## src/sv/orb_pkg.sv

```systemverilog
`default_nettype none

package orb_pkg;

	localparam int CAP_W = 13;

	localparam logic OP_APPEND = 1'b0;
	localparam logic OP_READ   = 1'b1;

	typedef struct packed {
		logic        op;
		logic [7:0]  append_byte;
		logic [63:0] from_pos;
		logic [6:0]  byte_limit;
	} req_t;

	typedef struct packed {
		logic [7:0]  read_byte;
		logic        has_data;
		logic        last;
		logic [63:0] next_position;
	} rsp_t;

	typedef struct packed {
		logic append;
		logic load_req;
		logic calc_drop;
		logic calc_start;
		logic calc_check;
		logic calc_size;
		logic calc_next;
		logic issue;
		logic push_empty;
	} ctrl_cmd_t;

	typedef struct packed {
		logic empty;
		logic last_issue;
		logic room;
	} dp_status_t;

endpackage

`default_nettype wire

```

## src/sv/orb_ctrl.sv

```systemverilog
`default_nettype none

module orb_ctrl import orb_pkg::*; (
	input  wire logic       clk,
	input  wire logic       arst_n,
	input  wire logic       req_valid,
	input  wire logic       req_op,
	output logic            req_ready,
	input  wire dp_status_t sts,
	output ctrl_cmd_t       cmd
);

	typedef enum logic [7:0] {
		ST_IDLE   = 8'b0000_0001,
		ST_DROP   = 8'b0000_0010,
		ST_START  = 8'b0000_0100,
		ST_CHECK  = 8'b0000_1000,
		ST_SIZE   = 8'b0001_0000,
		ST_NEXT   = 8'b0010_0000,
		ST_STREAM = 8'b0100_0000,
		ST_EMPTY  = 8'b1000_0000
	} state_t;

	state_t state_q, state_d;
	logic   accept;

	assign req_ready = (state_q == ST_IDLE);
	assign accept    = req_valid && req_ready;

	always_comb begin
		cmd            = '0;
		state_d        = state_q;
		cmd.append     = accept && (req_op == OP_APPEND);
		cmd.load_req   = accept && (req_op == OP_READ);
		case (state_q)
			ST_IDLE: begin
				if (accept && (req_op == OP_READ)) begin
					state_d = ST_DROP;
				end
			end
			ST_DROP: begin
				cmd.calc_drop = 1'b1;
				state_d       = ST_START;
			end
			ST_START: begin
				cmd.calc_start = 1'b1;
				state_d        = ST_CHECK;
			end
			ST_CHECK: begin
				cmd.calc_check = 1'b1;
				state_d        = ST_SIZE;
			end
			ST_SIZE: begin
				cmd.calc_size = 1'b1;
				state_d       = sts.empty ? ST_EMPTY : ST_NEXT;
			end
			ST_NEXT: begin
				cmd.calc_next = 1'b1;
				state_d       = ST_STREAM;
			end
			ST_STREAM: begin
				cmd.issue = sts.room;
				if (sts.room && sts.last_issue) begin
					state_d = ST_IDLE;
				end
			end
			ST_EMPTY: begin
				cmd.push_empty = sts.room;
				if (sts.room) begin
					state_d = ST_IDLE;
				end
			end
			default: begin
				state_d = ST_IDLE;
			end
		endcase
	end

	always_ff @(posedge clk or negedge arst_n) begin
		if (!arst_n) begin
			state_q <= ST_IDLE;
		end else begin
			state_q <= state_d;
		end
	end

endmodule

`default_nettype wire

```

## config.mk

```make
export PLATFORM = sky130hd
export DESIGN_NAME = orb_ctrl
export DESIGN_NICKNAME = d
export VERILOG_FILES = /design/src/sv/orb_pkg.sv /design/src/sv/orb_ctrl.sv
export SDC_FILE = /design/constraint.sdc
export NUM_CORES = 1
export LEC_CHECK = 0
export BUFFER_PORTS_ARGS = -buffer_cell sky130_fd_sc_hd__buf_2
export CAP_MARGIN = 20
export CORE_AREA = 3 3 40 42
export CTS_BUF_LIST = sky130_fd_sc_hd__clkbuf_4 sky130_fd_sc_hd__clkbuf_8
export DETAILED_ROUTE_END_ITERATION = 10
export DIE_AREA = 0 0 43 45
export HOLD_SLACK_MARGIN = 0.12
export PLACE_DENSITY = 0.77
export SYNTH_ARGS = -nofsm -noshare
export SYNTH_HDL_FRONTEND = slang
export SYNTH_SLANG_ARGS = --single-unit
```

## constraint.sdc

```tcl
create_clock -name clk -period 2.4 [get_ports clk]
set_input_delay 0.48 -clock clk [delete_from_list [all_inputs] [get_ports clk]]
set_output_delay 0.48 -clock clk [all_outputs]
set_load 0.005 [all_outputs]
```

==> results of run 1 <==
cell type report:
class                      count  share of cell area (%)
multi-input combinational     47                   45.34
tap                           15                   2.455
sequential                     8                   26.68
clock buffer                   4                   3.928
inverter                       2                  0.9820
timing repair buffer          26                   20.62
report_power, final:
part / internal [W] / switching (W)
Sequential: 0.000158 / 0.0000223
Clock: 0.0000751 / 0.0000487
Combinational: 0.000135 / 0.000130
Total: 0.000367 / 0.000201
cells in the mapped netlist, types with 2 or more instances:
cell	number
dfrtp_1	7
nor3_1	7
nand2_1	5
nor2_1	5
nor3b_1	4
a21oi_1	3
and3_1	2
buf_4	2
clkbuf_1	2
inv_1	2
nand2b_1	2
or3_1	2
worst max-delay path: cells and delay by family, from the launching register on:
| kind | cells | cell delay [ns] |
|---|---|---|
| flops | 1 | 0.38 |
| simple gates | 3 | 1.17 |
| buf+inv | 1 | 0.14 |
cell families (layout without fill, tap and decap cells):
| logic type | Yosys count | count (layout) | synth area share, % |
|---|---|---|---|
| compound gates | 10 | 10 | 12.95 |
| xor+xnor | 1 | 1 | 1.563 |
| buf+inv | 7 | 32 | 7.366 |
| flops | 8 | 8 | 35.94 |
| mux | 1 | 1 | 1.786 |
| simple gates | 35 | 35 | 40.40 |
repair_timing:
action,4_1_cts,5_1_grt
pin swaps,1,2
resized for setup,3,4
endpoints found under the setup margin,5,6
setup buffers,2,1
hold endpoints to repair,7,0
hold buffers,1,0
per-layer routing:
metal / vias to the layer above / global-route usage, % / wire length (um)
met3: 2 / 4.781 / 54
met5: - / 0 / 0
met2: 13 / 25.15 / 710
met1: 259 / 16.71 / 633
li1: 274 / - / -
met4: 0 / 6.627 / 16
through the flow:
step                      area [sq um]  hold WS [ns]  TNS (ns)  instances  utilization, %
after global routing             764.5        0.4446   -0.1867        102           59.49
after floorplan                  560.5        0.1844         0         62               -
final                            764.5        0.4584  -0.02705        102           59.49
after detailed placement         670.6        0.3341         0         94           52.19
after CTS                        733.2        0.4564  -0.02811        101           57.06
after global placement           670.6        0.3308         0         94           52.19
worst max-delay path by stage:
stage	slack, ns	to	startpoint	cells after the start
5_1_grt	-0.10	cmd[3]	state_q[6]$_DFFE_PN0P_	4
4_1_cts	-0.03	cmd[3]	state_q[6]$_DFFE_PN0P_	4
3_5_place_dp	0.18	cmd[3]	state_q[7]$_DFFE_PN0P_	4
6_report	-0.03	cmd[3]	state_q[6]$_DFFE_PN0P_	4
2_1_floorplan	0.23	cmd[6]	state_q[6]$_DFFE_PN0P_	5
3_3_place_gp	0.21	cmd[6]	state_q[7]$_DFFE_PN0P_	4
==> run metrics, run 1 <==
DP Wirelength=1056 um; fillcell total=108; area grow syn2layout=36.38%; Multi-input gate area=346.6 sq um; initial antenna violation count=0; IO Count=17; Post-synth ARST share=100.0%; final period utilization=101.1%; min-delay src=sts[2]; setup ws final=-0.02705 ns; peak fanout along the critical path=4; Max Fclk=412.0 MHz; top flop regs=state_q x8; Netlist cell types=31; RSZ-0062 raised after global routing=yes; Initial Util=43.62%; Slowest cell on crit path=or4_4; failing checks=setup timing; peak supply drop=0.4796 mV; R2R Setup Slk=0.53 ns; # setup viols final=1; clock latency on the worst-skew pair=0.25 ns; via count=548; relative slew slack=67.61%; pin count of the biggest net entering global routing=9; dominant cells by area after synthesis=dfrtp_1, nor3_1, nor3b_1; Synth Area per Inst=9.041 sq um; worst clock skew=0.0009830 ns; reg2reg path depth=5; Wirelength per Cell=13.87 um; die extent in y=45 um; Row Count=13; clock slew at reported path FFs=0.06 ns; CP max stage delay=0.58 ns; area of the core=0.001285 sq mm; final hold violation count=0; Worst Hold Class=primary input to flop; Mapped Nets=69; Post-synth EDFFs=0; r2r endpoint=state_q[7]$_DFFE_PN0P_; routed wire length=1415 um; pre-CTS setup slack=0.1834 ns; Clock Tree Buf Depth=2; sequential element share of the synthesized area=35.94%; Critical Path RT=1.92 ns; vias per inst=5.373; hold depth=2; Cell Chain, Critical Path=or4_4, or3_4, nor3b_4, buf_2; share of post-route cells with drive strength above 1=45.98%; post-layout min period=2.427 ns; Slew Limit Fails=0; PD cells=744.0 mW/mm^2; CTS Sinks=8; CTS Buf Count=3; worst endpoint data arrival time=1.95 ns; global route overflow=0; GRT Total Usage=14.67%; Critical Path Source Type=flop; register bank with the most flops=state_q; Reg area=203.9 sq um; Setup CP Type=flop to output port; status=complete, but fails checks; initial DRC count=12; Root Driver=clkbuf_4; Detail Route Antenna Nets=0; global-route wire length before repair=2097 um; Yosys top cell area share=31.25%; Die Span X=43 um; Post-Synthesis Cells=62; IO buf count=16; max reg flops=8; leakage power=0.3877 nW; TritonRoute pass-1 iters=4; most frequent cells in the layout=buf_2, buf_4, nor3_1; area leader, netlist=dfrtp_1; worst slew pin tran=0.4737 ns; Synth Cell Area=560.5 sq um; Layout Nets=95; GP Congestion=0.8381; max-cap viol count=0; Die Area=0.001935 sq mm; CTS tree=done; FF-to-FF Start=state_q[6]$_DFFE_PN0P_; DRC viols=0; CTS H-Tree Depth=1; worst hold path endpoint=state_q[7]$_DFFE_PN0P_; commonest non-fill, non-tap cell in the layout=buf_2; CP Capture Type=output port; Syn. warnings=0; n_diodes=0; vias in the first global route=488; register bit total from synthesis=8; Design Power=0.0005688 W; ys flop type=dfrtp_1
Power figures use the tool's default switching activity.
==> run 2: changes to the inputs <==
==> constraint.sdc (replaced) <==
create_clock -name clk -period 2.4 [get_ports clk]
set_input_delay 0.24 -clock clk [delete_from_list [all_inputs] [get_ports clk]]
set_output_delay 0.24 -clock clk [all_outputs]
set_load 0.005 [all_outputs]
==> run 2 against run 1 <==
Effect of this change:
- the run now ends clean
- largest cell class unchanged
- critical path type unchanged
- register-to-register slack about the same
- global-route usage up 1.4 points
- maximum frequency up 5.4%
- first-iteration DRC count down 8.3%
==> run metrics, run 2 (synthesis gave the netlist of run 1 again) <==
IO Count=17; r2r endpoint=state_q[0]$_DFFE_PN1P_; fillcell total=120; register bank with the most flops=state_q; final core occ=53.65%; Initial Util=43.62%; initial DRC count=11; PD cells=765.6 mW/mm^2; pin count of the biggest net entering global routing=10; TritonRoute pass-1 iters=6; hold depth=2; peak supply drop=0.3546 mV; vias per inst=5.542; Clock Tree Buf Depth=2; initial antenna violation count=0; GRT Total Usage=16.05%; FF-to-FF Start=state_q[6]$_DFFE_PN0P_; routed wire length=1274 um; R2R Setup Slk=0.52 ns; # setup viols final=0; dpl cell area=648.1 sq um; DP Wirelength=1003 um; share of post-route cells with drive strength above 1=37.04%; global-route wire length before repair=2201 um; CTS H-Tree Depth=1; DRC viols=0; relative slew slack=68.21%; Setup CP Type=flop to output port; setup ws final=0.09777 ns; status=finished, final reports clean; setup TNS=0 ns; Die Area=0.001935 sq mm; clock latency on the worst-skew pair=0.27 ns; worst slew pin tran=0.4649 ns; most frequent cells in the layout=buf_2, nor3_1, dfrtp_1; GP Congestion=0.8861; min-delay src=sts[2]; pre-CTS setup slack=0.3599 ns; max reg flops=8; Worst Hold Class=primary input to flop; final period utilization=95.93%; Layout Nets=89; commonest non-fill, non-tap cell in the layout=buf_2; worst endpoint data arrival time=2.06 ns; Final Cell Area=689.4 sq um; Wirelength per Cell=13.27 um; RSZ-0062 raised after global routing=no; leakage power=0.3463 nW; Die Span X=43 um; Max Fclk=434.4 MHz; n_diodes=0; via count=532; Root Driver=clkbuf_4; vias in the first global route=527; Post CTS Setup Buffer Count=0; CTS tree=done; reg2reg path depth=4; die extent in y=45 um; Critical Path Source Type=flop; Critical Path RT=2.16 ns; Design Power=0.0005278 W; final hold violation count=0; area grow syn2layout=22.99%; Slew Limit Fails=0; IO buf count=16; area of the core=0.001285 sq mm; peak fanout along the critical path=9; Row Count=13; post-layout min period=2.302 ns; CP Capture Type=output port; Detail Route Antenna Nets=0; worst clock skew=0.001748 ns; max-cap viol count=0; clock slew at reported path FFs=0.06 ns; top flop regs=state_q x8; CTS Sinks=8; worst hold path endpoint=state_q[7]$_DFFE_PN0P_; CTS Buf Count=3; global route overflow=0
[run 2: changes by cell type in the layout (fill, tap and decap cells not counted)]
cell	before	now
buf_4	9	3
dfrtp_1	5	6
dfrtp_2	2	1
nor3_1	6	7
nor3_4	1	0
nor3b_1	3	4
nor3b_2	1	0
nor4b_2	0	1
nor4b_4	1	0
or4_1	0	1
or4_4	2	1
[run 2: cell type report]
| class | instances | area (sq um) | area share, % |
|---|---|---|---|
| clock buffer | 4 | 30.03 | 4.356 |
| inverter | 2 | 7.507 | 1.089 |
| multi-input combinational | 47 | 317.8 | 46.10 |
| sequential | 8 | 202.7 | 29.40 |
| tap | 15 | 18.77 | 2.722 |
| timing repair buffer | 20 | 112.6 | 16.33 |
[run 2: timing repair]
item,in CTS,in global routing
hold buffers,1,0
gates resized for setup,0,1
endpoints found under the setup margin,0,1
endpoints found under the hold margin,8,0
[run 2: through the flow]
step           cells  hold slack, ns
5_1_grt           96          0.2344
2_1_floorplan     62        -0.05559
6_report          96          0.2267
3_5_place_dp      91         0.09331
3_3_place_gp      91         0.09234
4_1_cts           96          0.2310
[run 2: per-layer routing]
layer / GRT usage (%) / share of wire [%] / up-vias
met1: 16.58 / 40 / 248
li1: - / - / 265
met3: 7.570 / 6.6 / 4
met2: 26.65 / 51 / 15
met4: 9.639 / 2.7 / 0
met5: 0 / 0 / -
[run 2: report_power, final]
part / switching (W) / internal, W
logic: 0.000108 / 0.000108
registers: 0.0000255 / 0.000157
clock network: 0.0000534 / 0.0000754
[run 2: worst max path at each step]
stage / from / to / slack, ns / cells past startpoint
3_3_place_gp: state_q[6]$_DFFE_PN0P_ / cmd[3] / 0.40 / 4
3_5_place_dp: state_q[6]$_DFFE_PN0P_ / cmd[3] / 0.36 / 4
2_1_floorplan: state_q[6]$_DFFE_PN0P_ / cmd[6] / 0.47 / 5
6_report: state_q[6]$_DFFE_PN0P_ / cmd[3] / 0.1 / 4
5_1_grt: state_q[6]$_DFFE_PN0P_ / cmd[3] / 0.01 / 4
4_1_cts: state_q[6]$_DFFE_PN0P_ / cmd[3] / 0.06 / 4
[run 2: worst max-delay path: stages, from the launching register on]
cell and delay, ns:
dfrtp_2 0.46, or4_4 0.58, or3_4 0.37, nor3b_4 0.24
buf_2 0.15
==> run 3: changes to the inputs <==
Settings changed: CELL_PAD_IN_SITES_DETAIL_PLACEMENT set to 1, CELL_PAD_IN_SITES_GLOBAL_PLACEMENT set to 2, CORE_AREA 3 3 40 42 to unset, CORE_MARGIN set to 3, CORE_UTILIZATION set to 30, DIE_AREA 0 0 43 45 to unset, PLACE_DENSITY 0.77 to 0.89, SETUP_SLACK_MARGIN set to 0.4.
==> run 3 against run 2 <==
Effect of this change:
- clock power increased by 3%
- clock skew about the same
- critical path depth unchanged
- final cell count increased by 19%
- power increased by 16%
- routed wire length increased by 47%
- sequential share of layout area decreased by 3.9 points
- register-to-register slack got worse by 0.06 ns
- first-iteration DRC count increased by 9.1%
- largest cell class unchanged
==> run metrics, run 3 (synthesis gave the netlist of run 1 again) <==
global route overflow=0; GP Congestion=0.7267; CP Capture Type=output port; status=finished, final reports clean; clock slew at reported path FFs=0.06 ns; area grow syn2layout=43.30%; final period utilization=90.44%; worst endpoint data arrival time=1.93 ns; DRC viols=0; Worst Hold Class=primary input to flop; CP top delay family=simple AND/OR/NAND/NOR gates; vias in the first global route=601; worst slew pin tran=0.4783 ns; CP max stage delay=0.57 ns; pre-CTS setup slack=0.2667 ns; via count=587; CP Buf/Inv Count=1; Reg area=205.2 sq um; CTS tree=done; n_diodes=0; Multi-input gate area=350.3 sq um; leakage power=0.3959 nW; die extent in y=49.23 um; stages on the worst setup path=4; IO buf count=16; min-delay src=sts[2]; fillcell total=198; vias per inst=5.149; IO Count=17; Setup CP Type=flop to output port; peak fanout along the critical path=4; # setup viols final=0; DP Wirelength=1135 um; setup TNS=0 ns; post-layout min period=2.171 ns; Cell Chain, Critical Path=or4_4, or3_4, nor3b_4, buf_2; area of the core=0.001629 sq mm; final hold violation count=0; Die Span X=49.23 um; initial antenna violation count=0; top flop regs=state_q x8; PD cells=762.2 mW/mm^2; commonest non-fill, non-tap cell in the layout=buf_2; clock latency on the worst-skew pair=0.27 ns; Row Count=14; pin count of the biggest net entering global routing=10; max-cap viol count=0; routed wire length=1874 um; register bank with the most flops=state_q; global-route wire length before repair=2939 um; max reg flops=8; Initial Util=34.41%; Die Area=0.002423 sq mm; CTS Sinks=8; CTS H-Tree Depth=1; peak supply drop=0.3038 mV; Layout Nets=98; TritonRoute pass-1 iters=4; relative slew slack=67.29%; FF-to-FF Start=state_q[6]$_DFFE_PN0P_; Max Fclk=460.7 MHz; Root Driver=clkbuf_4; share of post-route cells with drive strength above 1=52.22%; GRT Total Usage=16.54%; Slowest cell on crit path=or4_4; Critical Path Source Type=flop; setup ws final=0.2294 ns; most frequent cells in the layout=buf_2, buf_4, nor3_1, nor2_1; hold depth=2; worst clock skew=0.001702 ns; Wirelength per Cell=16.44 um; Detail Route Antenna Nets=0; CTS Buf Count=3; reg2reg path depth=6; initial DRC count=12; Slew Limit Fails=0; RSZ-0062 raised after global routing=yes; Critical Path Start=state_q[6]$_DFFE_PN0P_; Critical Path RT=2.16 ns; Clock Tree Buf Depth=2
[run 3: worst reg2reg max path, cell delays in order, from the launching register on]
cell	delay, ns
dfrtp_1	0.38
or4_4	0.57
or3_4	0.38
nor3b_4	0.19
buf_4	0.13
buf_4	0.10
a22o_1	0.13
[run 3: worst paths after layout]
path | to | slack [ns]
worst min register to register | state_q[2]$_DFFE_PN0P_ | 0.64
worst max-delay path | cmd[3] | 0.23
worst min-delay path | state_q[7]$_DFFE_PN0P_ | 0.22
min in group asynchronous | state_q[4]$_DFFE_PN0P_ | 0.34
worst max register to register | state_q[7]$_DFFE_PN0P_ | 0.46
max in group asynchronous | state_q[0]$_DFFE_PN1P_ | 1.82
[run 3: repair_timing]
action / in CTS / in global routing
endpoints found under the hold margin: 8 / 0
hold buffers: 1 / 0
setup buffers: 6 / 2
resized for setup: 6 / 4
pin swaps: 4 / 1
endpoints found under the setup margin: 7 / 7
[run 3: metal layers]
metal / vias to the layer above / wire, um / track usage (%)
met5: - / 0 / 0
li1: 282 / - / -
met1: 290 / 830 / 19.89
met4: 0 / 8 / 5.687
met2: 13 / 965 / 26.79
met3: 2 / 71 / 6.116
[run 3: layout make-up]
cell class              count  area share [%]
clock buffers               4           3.738
inverters                   2          0.9346
multi-input cells          47           43.61
well taps                  24           3.738
flip-flops and latches      8           25.55
repair buffers             29           22.43
[run 3: metrics by stage]
stage                     utilization, %  total power [W]  instances  hold slack, ns  instance area (sq um)
after detailed placement           40.94        0.0003849        101         0.09303                  666.9
final                              49.31        0.0006122        114          0.2170                  803.3
after global routing               49.31        0.0006573        114          0.2062                  803.3
after floorplan                        -        0.0003259         62        -0.05559                  560.5
after global placement             40.94        0.0003803        101         0.09008                  666.9
after CTS                          47.31        0.0005921        112          0.2101                  770.7
[run 3: where the power goes]
| part | internal, W | switching, W | leakage [nW] |
|---|---|---|---|
| registers | 0.000158 | 0.0000215 | 0.103 |
| clock network | 0.0000757 | 0.0000577 | 0.0184 |
| logic | 0.000157 | 0.000143 | 0.275 |
